**config.mk**
```make
export PLATFORM = sky130hd
export DESIGN_NAME = tag_frame_parser_smoother
export DESIGN_NICKNAME = d
export VERILOG_FILES = /design/src/rtl/core/tfps_pkg.sv /design/src/rtl/core/tfps_parser.sv /design/src/rtl/core/tfps_blend.sv /design/src/rtl/core/tag_frame_parser_smoother.sv
export VERILOG_INCLUDE_DIRS = /design/src /design/src/rtl/core
export SDC_FILE = /design/constraint.sdc
export NUM_CORES = 2
export LEC_CHECK = 0
export BUFFER_PORTS_ARGS = -buffer_cell sky130_fd_sc_hd__buf_2
export CAP_MARGIN = 25
export CORE_MARGIN = 1
export CORE_UTILIZATION = 55
export CTS_BUF_LIST = sky130_fd_sc_hd__clkbuf_8 sky130_fd_sc_hd__clkbuf_16
export DETAILED_ROUTE_END_ITERATION = 7
export MAX_ROUTING_LAYER = met4
export PLACE_DENSITY = 0.68
export SYNTH_ARGS = -nofsm -noshare
export SYNTH_HDL_FRONTEND = slang
export SYNTH_SLANG_ARGS = --single-unit
```
**constraint.sdc**
```tcl
create_clock -name clk -period 20.4 [get_ports clk]
set_input_delay 2.04 -clock clk [delete_from_list [all_inputs] [get_ports clk]]
set_output_delay 2.04 -clock clk [all_outputs]
set_load 0.005 [all_outputs]
```
**src/rtl/core/tag_frame_parser_smoother_macros.svh**
```systemverilog
// assertion helpers, clocked on clk and disabled while rst is high
`ifndef TAG_FRAME_PARSER_SMOOTHER_MACROS_SVH
`define TAG_FRAME_PARSER_SMOOTHER_MACROS_SVH

// same-cycle implication
`define TFPS_ASSERT_IMP(lbl, ante, cons, msg) \
  lbl: assert property (@(posedge clk) disable iff (rst) (ante) |-> (cons)) else $error(msg);

// next-cycle implication
`define TFPS_ASSERT_NXT(lbl, ante, cons, msg) \
  lbl: assert property (@(posedge clk) disable iff (rst) (ante) |=> (cons)) else $error(msg);

`endif

```
**src/rtl/core/tfps_pkg.sv**
```systemverilog
package tfps_pkg;

  localparam logic [7:0] HDR_BYTE  = 8'hFF;
  localparam logic [7:0] CMD_PLAIN = 8'hF1;
  localparam logic [7:0] CMD_T0    = 8'hA0;
  localparam logic [7:0] CMD_T1    = 8'hA1;
  localparam logic [7:0] CMD_T2    = 8'hA2;

  typedef logic [2:0] pos_t;
  localparam pos_t POS_HDR  = 3'd0;
  localparam pos_t POS_CMD  = 3'd1;
  localparam pos_t POS_TAG  = 3'd2;
  localparam pos_t POS_XLO  = 3'd3;
  localparam pos_t POS_XHI  = 3'd4;
  localparam pos_t POS_YLO  = 3'd5;
  localparam pos_t POS_LAST = 3'd6;

  localparam logic [3:0] WEIGHT_FULL  = 4'd10;
  localparam logic [3:0] WEIGHT_RESET = 4'd3;

  // floor(x / 10) == (x * DIV10_RECIP) >> DIV10_SHIFT for every x below 2**22
  localparam logic [19:0] DIV10_RECIP = 20'd838861;
  localparam int          DIV10_SHIFT = 23;

  typedef struct packed {
    logic        valid;
    logic [7:0]  command;
    logic [7:0]  tag;
    logic [15:0] raw_x;
    logic [15:0] raw_y;
  } frame_t;

  function automatic logic cmd_ok(input logic [7:0] b);
    return (b == CMD_PLAIN) || (b == CMD_T0) || (b == CMD_T1) || (b == CMD_T2);
  endfunction

endpackage

```
**src/rtl/core/tfps_parser.sv**
```systemverilog
`include "tag_frame_parser_smoother_macros.svh"

module tfps_parser
  import tfps_pkg::*;
(
  input  logic       clk,
  input  logic       rst,
  input  logic       s_axis_tvalid,
  output logic       s_axis_tready,
  input  logic [7:0] s_axis_tdata,   // rx_byte
  output frame_t     frame,
  input  logic       frame_ready
);

  logic       in_valid;
  logic [7:0] in_byte;
  pos_t       pos;
  logic [7:0] cmd_q;
  logic [7:0] tag_q;
  logic [7:0] x_lo;
  logic [7:0] x_hi;
  logic [7:0] y_lo;
  logic       at_last;
  logic       consume;

  assign at_last       = in_valid && (pos == POS_LAST);
  // a completing byte waits until the blend stage is empty
  assign consume       = in_valid && (!at_last || frame_ready);
  assign s_axis_tready = !in_valid || consume;

  assign frame.valid   = at_last;
  assign frame.command = cmd_q;
  assign frame.tag     = tag_q;
  assign frame.raw_x   = {x_hi, x_lo};
  assign frame.raw_y   = {in_byte, y_lo};

  always_ff @(posedge clk) begin
    if (rst) begin
      in_valid <= 1'b0;
      pos      <= POS_HDR;
    end else begin
      if (s_axis_tvalid && s_axis_tready) begin
        in_valid <= 1'b1;
        in_byte  <= s_axis_tdata;
      end else if (consume) begin
        in_valid <= 1'b0;
      end
      if (consume) begin
        unique case (pos)
          POS_HDR: begin
            if (in_byte == HDR_BYTE) pos <= POS_CMD;
          end
          POS_CMD: begin
            if (cmd_ok(in_byte)) begin
              cmd_q <= in_byte;
              pos   <= POS_TAG;
            end else begin
              pos <= POS_HDR;
            end
          end
          POS_TAG: begin
            tag_q <= in_byte;
            pos   <= POS_XLO;
          end
          POS_XLO: begin
            x_lo <= in_byte;
            pos  <= POS_XHI;
          end
          POS_XHI: begin
            x_hi <= in_byte;
            pos  <= POS_YLO;
          end
          POS_YLO: begin
            y_lo <= in_byte;
            pos  <= POS_LAST;
          end
          POS_LAST: begin
            pos <= POS_HDR;
          end
          default: begin
            pos <= POS_HDR;
          end
        endcase
      end
    end
  end

  `TFPS_ASSERT_NXT(a_bad_cmd_restarts, consume && pos == POS_CMD && !cmd_ok(in_byte), pos == POS_HDR, "bad command did not restart frame")
  `TFPS_ASSERT_NXT(a_stalled_byte_held, in_valid && !consume, in_valid && $stable(in_byte) && $stable(pos), "stalled byte lost")

endmodule

```
**src/rtl/core/tfps_blend.sv**
```systemverilog
`include "tag_frame_parser_smoother_macros.svh"

module tfps_blend
  import tfps_pkg::*;
(
  input  logic        clk,
  input  logic        rst,
  input  logic        cfg_we,
  input  logic [3:0]  cfg_wdata,
  input  frame_t      frame,
  output logic        frame_ready,
  output logic        m_axis_tvalid,
  input  logic        m_axis_tready,
  output logic [47:0] m_axis_tdata   // command_byte, tag_flag, center_x, center_y
);

  logic [3:0]  weight;
  logic [3:0]  w_eff;
  logic [15:0] smoothed_x;
  logic [15:0] smoothed_y;
  logic        acc_valid;
  logic [7:0]  acc_cmd;
  logic [7:0]  acc_tag;
  logic [19:0] acc_x;
  logic [19:0] acc_y;
  logic [19:0] acc_x_next;
  logic [19:0] acc_y_next;
  logic [39:0] prod_x;
  logic [39:0] prod_y;
  logic [15:0] q_x;
  logic [15:0] q_y;
  logic        out_free;
  logic        move;

  assign w_eff = (weight > WEIGHT_FULL) ? WEIGHT_FULL : weight;

  // weighted sum, at most 10 * 65535
  assign acc_x_next = 20'(w_eff) * 20'(smoothed_x)
                    + 20'(WEIGHT_FULL - w_eff) * 20'(frame.raw_x);
  assign acc_y_next = 20'(w_eff) * 20'(smoothed_y)
                    + 20'(WEIGHT_FULL - w_eff) * 20'(frame.raw_y);

  // divide by ten through the reciprocal
  assign prod_x = 40'(acc_x) * 40'(DIV10_RECIP);
  assign prod_y = 40'(acc_y) * 40'(DIV10_RECIP);
  assign q_x    = prod_x[DIV10_SHIFT +: 16];
  assign q_y    = prod_y[DIV10_SHIFT +: 16];

  // no reload while draining, so the next sum sees the updated smoothed values
  assign frame_ready = !acc_valid;
  assign out_free    = !m_axis_tvalid || m_axis_tready;
  assign move        = acc_valid && out_free;

  always_ff @(posedge clk) begin
    if (rst) begin
      weight        <= WEIGHT_RESET;
      smoothed_x    <= '0;
      smoothed_y    <= '0;
      acc_valid     <= 1'b0;
      m_axis_tvalid <= 1'b0;
    end else begin
      if (cfg_we) weight <= cfg_wdata;
      if (frame.valid && frame_ready) begin
        acc_valid <= 1'b1;
        acc_cmd   <= frame.command;
        acc_tag   <= frame.tag;
        acc_x     <= acc_x_next;
        acc_y     <= acc_y_next;
      end else if (move) begin
        acc_valid <= 1'b0;
      end
      if (move) begin
        smoothed_x    <= q_x;
        smoothed_y    <= q_y;
        m_axis_tvalid <= 1'b1;
        m_axis_tdata  <= {q_y, q_x, acc_tag, acc_cmd};
      end else if (m_axis_tready) begin
        m_axis_tvalid <= 1'b0;
      end
    end
  end

  `TFPS_ASSERT_NXT(a_acc_drains, move, !acc_valid, "blend stage reloaded while draining")
  `TFPS_ASSERT_NXT(a_out_matches_state, move, m_axis_tvalid && m_axis_tdata[31:16] == smoothed_x && m_axis_tdata[47:32] == smoothed_y, "result differs from smoothed state")
  `TFPS_ASSERT_IMP(a_weight_range, 1'b1, w_eff <= WEIGHT_FULL, "weight not clamped")

endmodule

```
**src/rtl/core/tag_frame_parser_smoother.sv**
```systemverilog
// tag frame parser with coordinate smoothing
// s_axis carries one received byte per transaction. Frames are seven bytes:
// header 0xFF, a command (0xF1, 0xA0, 0xA1, 0xA2), a tag byte, then x and y
// as little-endian 16-bit values. Bytes that do not start a frame are
// dropped; a bad command byte restarts the search for a header.
// Each completed frame gives one m_axis transaction with the command, the
// tag and both coordinates after smoothing:
//   new = floor((w*old + (10-w)*raw) / 10), w from cfg_wdata (above 10 acts as 10).
// Throughput: one byte per cycle while s_axis_tready is high; a result can follow at most every seven bytes.
// The result moves from the input register to the weighted-sum register and
// then to the output register, where m_axis_tvalid rises; either move can stall.
// When m_axis stalls, the result holds in the output register and bytes keep
// flowing while the next completed frame waits in the weighted-sum register;
// s_axis_tready drops only when the last byte of a third frame sits in the
// input register, and stays low until the weighted-sum register moves on.
// Reset (rst, synchronous) clears the frame position, the smoothed values
// and all valid flags, and sets the weight to 3. cfg_we writes the weight; the user must
// assert it only while no frame is in flight, which the block itself does not enforce.
module tag_frame_parser_smoother
  import tfps_pkg::*;
(
  input  logic        clk,
  input  logic        rst,
  input  logic        cfg_we,
  input  logic [3:0]  cfg_wdata,      // old_weight_tenths
  input  logic        s_axis_tvalid,
  output logic        s_axis_tready,
  input  logic [7:0]  s_axis_tdata,   // rx_byte
  output logic        m_axis_tvalid,
  input  logic        m_axis_tready,
  output logic [47:0] m_axis_tdata    // command_byte, tag_flag, center_x, center_y
);

  frame_t frame;
  logic   frame_ready;

  tfps_parser u_parser (
    .clk           (clk),
    .rst           (rst),
    .s_axis_tvalid (s_axis_tvalid),
    .s_axis_tready (s_axis_tready),
    .s_axis_tdata  (s_axis_tdata),
    .frame         (frame),
    .frame_ready   (frame_ready)
  );

  tfps_blend u_blend (
    .clk           (clk),
    .rst           (rst),
    .cfg_we        (cfg_we),
    .cfg_wdata     (cfg_wdata),
    .frame         (frame),
    .frame_ready   (frame_ready),
    .m_axis_tvalid (m_axis_tvalid),
    .m_axis_tready (m_axis_tready),
    .m_axis_tdata  (m_axis_tdata)
  );

endmodule

```
# ---- Word-level counts from Yosys, hierarchy flattened
# Cells that the tools add are included.
dict set report classes {
  addsub 3
  n_mul 6
  div 0
  order_cmp 1
  eq_ne 12
  shifts 0
  n_mux 10
  bitwise_logic 1
  n_reduce_logical 28
}
# operator count
set op_table {}
lappend op_table {{$mul 20x20->39 const B} 2}
lappend op_table {{$add 20x20->20} 2}
lappend op_table {{$eq 8x8->1 const B} 5}
lappend op_table {{$mul 20x16->20} 2}
lappend op_table {{$mul 4x16->20} 2}
lappend op_table {{$pmux 3 s6} 1}
lappend op_table {{$reduce_and 3->1} 4}
lappend op_table {{$eq 3x3->1 const B} 3}
lappend op_table {{$reduce_and 2->1} 4}
lappend op_table {{$eq 3x2->1 const B} 2}
lappend op_table {{$logic_or 1x1->1} 6}
lappend op_table {{$mux 1} 6}
lappend op_table {{$reduce_bool 2->1} 3}
lappend op_table {{$logic_and 1x1->1} 5}
lappend op_table {{$sub 4x4->5 const A} 1}
lappend op_table {{$gt 4x4->1 const B} 1}
lappend op_table {{$logic_not 1->1} 4}
lappend op_table {{$mux 4} 1}
lappend op_table {{$reduce_and 4->1} 1}
lappend op_table {{$eq 3x1->1 const B} 1}
lappend op_table {{$logic_not 3->1} 1}
lappend op_table {{$mux 3} 1}
lappend op_table {{$mux 2} 1}
lappend op_table {{$ne 2x1->1 const B} 1}
lappend op_table {{$not 1->1} 1}
dict set report word_totals {
  register_bits 194
  latchBits 0
  ramBits 0
  romBits 0
  inputBits 17
  elab_cells 79
  mem_count 0
}

# ---- Logic depth before layout (Yosys ltp)
dict set report depth {
  word_depth 8
  ltp_mapped 33
}

# ---- Cells and area by module
# From an unflattened synthesis, not the netlist that was laid out.
dict set report unflattened {
  cells_unflattened 3054
  area_unflattened_um2 32454.9
}
# mod instances cells_each area_per_inst_um2 seq_area_each_um2
set modules_own_cells {}
lappend modules_own_cells {tfps_blend 1 2960 30653.1 3883.7}
lappend modules_own_cells {tfps_parser 1 94 1801.7 1521.5}

# ---- Least setup slack after synthesis
# Ideal clock, no wire load.
dict set report synth_timing {
  path_kind {register -> register}
  startpoint {reg u_blend.weight[1]}
  endpoint {reg u_blend.acc_x[19] (data pin)}
  t_arrival_ns 7.737
  required_time_ns 20.132
  slack_ns 12.395
  path_stages_with_launch 33
  synth_period_minus_slack_ns 8.005
  path_cell_list {dfxtp_1 o21ai_0 and2_1 clkbuf_1 clkbuf_1 ha_1 and2_1 clkbuf_1 nand2_1 inv_1 fa_1 xor2_1 ha_1 inv_1 fa_1 inv_1 fa_1 inv_1 fa_1 inv_1 fa_1 inv_1 fa_1 inv_1 ha_1 o2111ai_1 o21ai_0 and2_1 o21ai_0 a21oi_1 nor4_1 o41ai_1 xnor2_1}
}
dict set report synth_between {
  elab_chain_len 5
}
# item line
set synth_rtl {}
lappend synth_rtl {{start, declared} tfps_blend.sv:17} ;# logic [3:0] weight;
lappend synth_rtl {{start signal, assigned} tfps_blend.sv:62} ;# if (cfg_we) weight <= cfg_wdata;
lappend synth_rtl {{$gt 4x4->1} tfps_blend.sv:35} ;# assign w_eff = (weight > WEIGHT_FULL) ? WEIGHT_FULL : weight;
lappend synth_rtl {{$mux 4 (*)} tfps_blend.sv:35}
lappend synth_rtl {{$sub 4x4->5} tfps_blend.sv:39} ;# + 20'(WEIGHT_FULL - w_eff) * 20'(frame.raw_x);
lappend synth_rtl {{$mul 20x16->20} tfps_blend.sv:39}
lappend synth_rtl {{$add 20x20->20 (*)} tfps_blend.sv:39}
lappend synth_rtl {{net u_blend.acc_x_next[19]} tfps_blend.sv:26} ;# logic [19:0] acc_x_next;
lappend synth_rtl {{end signal, assigned} tfps_blend.sv:67} ;# acc_x <= acc_x_next;
lappend synth_rtl {{end, declared} tfps_blend.sv:24} ;# logic [19:0] acc_x;
# Mark *: on every way through the listed nets, which the timed path passes. The rest lies on a longest branch.
# A chain may end at the register's enable or synchronous reset.

# ---- Worst setup path in the final report
dict set report layout_timing {
  startpoint {reg u_blend.weight[3]}
  endpoint {reg u_blend.acc_x[19] (data pin)}
}
# Same word-level chain as after synthesis.

==> results.py <==
metrics = {
    "status": {
        "status": "completed",
    },
    "timing": {
        "fin_crit_sh_pct": 49.2,
        "hold_viol_final": 0,
        "worst_pin_slew_ps": 969,
        "fmax_mhz": 99.5,
        "timing.hold.ws_ps": 413,
        "clock_skew_ps": 14.5,
        "rsz0062_at_grt": "no",
        "setup_tns_ps": 0,
        "setup_viol": 0,
        "max_slew_margin_pct": 35.4,
        "timing.final.max_slew_violations": 0,
        "finalCriticalPeriod_ps": 10050,
    },
    "power": {
        "clkPwrFrac_pct": 17.0,
        "pwr-share-seq_pct": 25.1,
        "p_per_area_nw_per_um2": 56.0,
        "p_comb_share_pct": 57.9,
        "p_sw_w": 0.000792,
        "intPower_w": 0.00112,
        "ir_drop_v": 0.0000789,
        "power.leakage_nw": 18.0,
        "p_sw_share_pct": 41.3,
    },
    "synthesis": {
        "synth.distinct_cells": 60,
        "yosysWarnings": 0,
        "yosysTopAreaCellShare_pct": 35.0,
        "yosysTopAreaCell": "fa_1",
        "ys.flop_type": "edfxtp_1",
        "synth_most_common_cell": "inv_1",
        "synthTopCellsByArea": "fa_1 35%, ha_1 22%, edfxtp_1 14%",
        "synth-async-reset-ratio_pct": 0,
        "avgSynthCellArea_um2": 10.6,
        "synth.cell_area_um2": 32300,
        "synth-edff-count": 152,
        "syn-num-nets": 4191,
        "synth_seq_cells": 194,
        "synth-seq-area-share_pct": 16.7,
        "ys_top_cells_by_count": "864 x inv_1, 564 x fa_1, 557 x ha_1",
        "synthCells": 3053,
    },
    "placement": {
        "io_buffers": 66,
        "place.detailed.hpwl_um": 58200,
        "dpl-instance-area_um2": 33600,
        "gp_congestion": 0.944,
    },
    "setup_path": {
        "worstReg2RegEnd": "u_blend.acc_x[19]",
        "worstPathRequired_ps": 20590,
        "critical-path-top-delay-family": "adder cells",
        "startpoint_type": "register",
        "crit_start": "u_blend.weight[3]",
        "slowest_delay_ps": 970,
        "worst_setup_path_end_kind": "register",
        "critPathArrivalTime_ps": 10240,
        "cpMaxStageDelayCell": "dfxtp_2",
        "reg2reg_setup_slack_ps": 10350,
        "crit_path_max_fanout": 52,
        "critical_path_class": "register to register",
        "r2r-start": "u_blend.weight[3]",
        "reg2reg_depth": 28,
        "cp_num_buf_inv": 6,
        "critical_path_depth": 28,
        "crit_top_cell": "fa_1",
        "critPathCapture": "u_blend.acc_x[19]",
    },
    "cts": {
        "post_cts_buffers": 0,
        "cts-root-buf": "clkbuf_16",
        "numCtsBuffers": 17,
        "insertion_delay_ps": 450,
        "cts_tree": "done",
        "cts_max_path_buffers": 2,
        "hold_buffers": 0,
        "htreeDepth": 4,
        "cts_sinks": 194,
        "clkSlewWorstSetupHoldPaths_ps": 80,
        "cts-resized-gates": 0,
    },
    "drt": {
        "wire_per_inst_um": 17.5,
        "vias": 20300,
        "drt-total-wl_um": 67900,
        "via_per_inst": 5.24,
        "first_pass_iters": 5,
        "drt-initial-drc-count": 970,
        "drcViolationCount": 0,
        "final_antenna_net_count": 0,
    },
    "layout": {
        "syn_to_final_growth_pct": 5.91,
        "fin_nets": 4241,
        "drive_gt1_share_pct": 4.40,
        "seq_area_um2": 5410,
        "final_cell_area_um2": 34200,
        "n_antenna_cell": 0,
        "fill_cells": 4794,
        "multiInputGateArea_um2": 23500,
    },
    "grt": {
        "grt_usage_pct": 25.2,
        "grt_pass1_wl_um": 115000,
        "grt_remaining_overflow": 0,
        "antenna_found_initial": 0,
        "grt_pass1_vias": 22600,
        "grtUsageMet2_pct": 39.9,
        "grt_use_met1_pct": 34.5,
        "top_usage_layer": "met2",
        "grt_max_degree": 64,
        "met3_usage_pct": 2.80,
    },
    "die": {
        "die_x_um": 244,
        "die_h_um": 244,
        "die_area_um2": 59700,
        "rows": 88,
        "core_area_um2": 57800,
        "ios": 67,
        "start_util_pct": 55.9,
    },
    "run": {
        "cap_violations": 0,
    },
    "min_path": {
        "hold_class": "register to register",
    },
}
[placed cells by master (no fill, tap or decap), types with 7 or more instances in the layout]
cell / netlist / routed
nand3_1: 9 / 9
nand2_1: 146 / 146
o21a_1: 9 / 9
xnor2_1: 94 / 94
nor2_1: 48 / 47
buf_2: 0 / 67
clkbuf_16: 0 / 17
nand2b_1: 20 / 20
dfxtp_1: 42 / 41
nor3_1: 19 / 19
o21ai_0: 29 / 28
o21bai_1: 14 / 14
ha_1: 557 / 557
buf_4: 0 / 12
nor2b_1: 24 / 23
edfxtp_1: 152 / 152
fa_1: 564 / 564
and3_1: 55 / 55
a211oi_1: 8 / 7
and2_1: 107 / 107
a21o_1: 31 / 31
inv_1: 864 / 864
xor2_1: 45 / 44
a21oi_1: 62 / 61
a22o_1: 28 / 28
[layout make-up]
class,count,area share [%]
timing repair buffer,82,1.49
sequential,194,15.8
clock buffer,19,1.32
inverter,864,9.48
tap,765,2.80
multi-input combinational,1944,68.8
clock inverter,13,0.344
[state kept, by name (all words and copies together) (netlist names), 16 cells and up]
signal / cells
u_blend.acc_x: 20
u_blend.acc_y: 20
u_blend.m_axis_tdata: 48
u_blend.smoothed_x: 16
u_blend.smoothed_y: 16
[metal layers]
metal  part of all wire [%]  vias up
met1                     46    10200
met3                    4.4       85
met5                      0        -
met2                     47      437
li1                       -     9571
met4                    2.3        0
[worst register-to-register path: cells and delay by family, from the launching register on]
family / cells / cell delay [ps]
fa+ha+maj: 9 / 4240
simple gates: 4 / 1670
compound gates: 7 / 1580
buf+inv: 6 / 1000
flops: 1 / 970
xor+xnor: 2 / 320
[through the flow]
step	setup slack (ps)	cells	total power, W	util (%)
CTS	9980	3879	0.00192	59.1
global placement	10550	3845	0.00154	58.0
global route	9760	3881	0.00210	59.2
finish	10350	3881	0.00192	59.2
detailed placement	10090	3847	0.00158	58.1
floorplan	12400	3053	0.00133	-
[kinds of logic after synthesis]
| logic type | Yosys count | synth area share [%] |
|---|---|---|
| AND/OR/NAND/NOR | 450 | 7.17 |
| multiplexers | 2 | 0.0620 |
| flip-flops | 194 | 16.7 |
| adder cells (fa/ha/maj) | 1121 | 56.6 |
| AO/OA/AOI/OAI | 232 | 5.07 |
| buffers and inverters | 915 | 10.6 |
| XOR/XNOR | 139 | 3.77 |
[worst min-delay path by stage]
stage                            from                 end  slack [ps]  cells after the start
floorplan           u_parser.cmd_q[0]  u_blend.acc_cmd[0]         400                      0
global placement    u_parser.cmd_q[5]  u_blend.acc_cmd[5]         400                      0
detailed placement  u_parser.cmd_q[5]  u_blend.acc_cmd[5]         400                      0
CTS                 u_parser.cmd_q[5]  u_blend.acc_cmd[5]         420                      0
global route        u_parser.cmd_q[1]  u_blend.acc_cmd[1]         420                      0
finish              u_parser.cmd_q[5]  u_blend.acc_cmd[5]         410                      0
[power groups by stage]
stage          sequential (W)  combinational [W]  clock (W)
2_1_floorplan        0.000484           0.000848          0
3_3_place_gp         0.000489            0.00105          0
3_5_place_dp         0.000489            0.00109          0
5_1_grt              0.000480            0.00128   0.000347
4_1_cts              0.000480            0.00111   0.000332
6_report             0.000480            0.00111   0.000326
No activity file was read; power rests on OpenSTA's default activity.
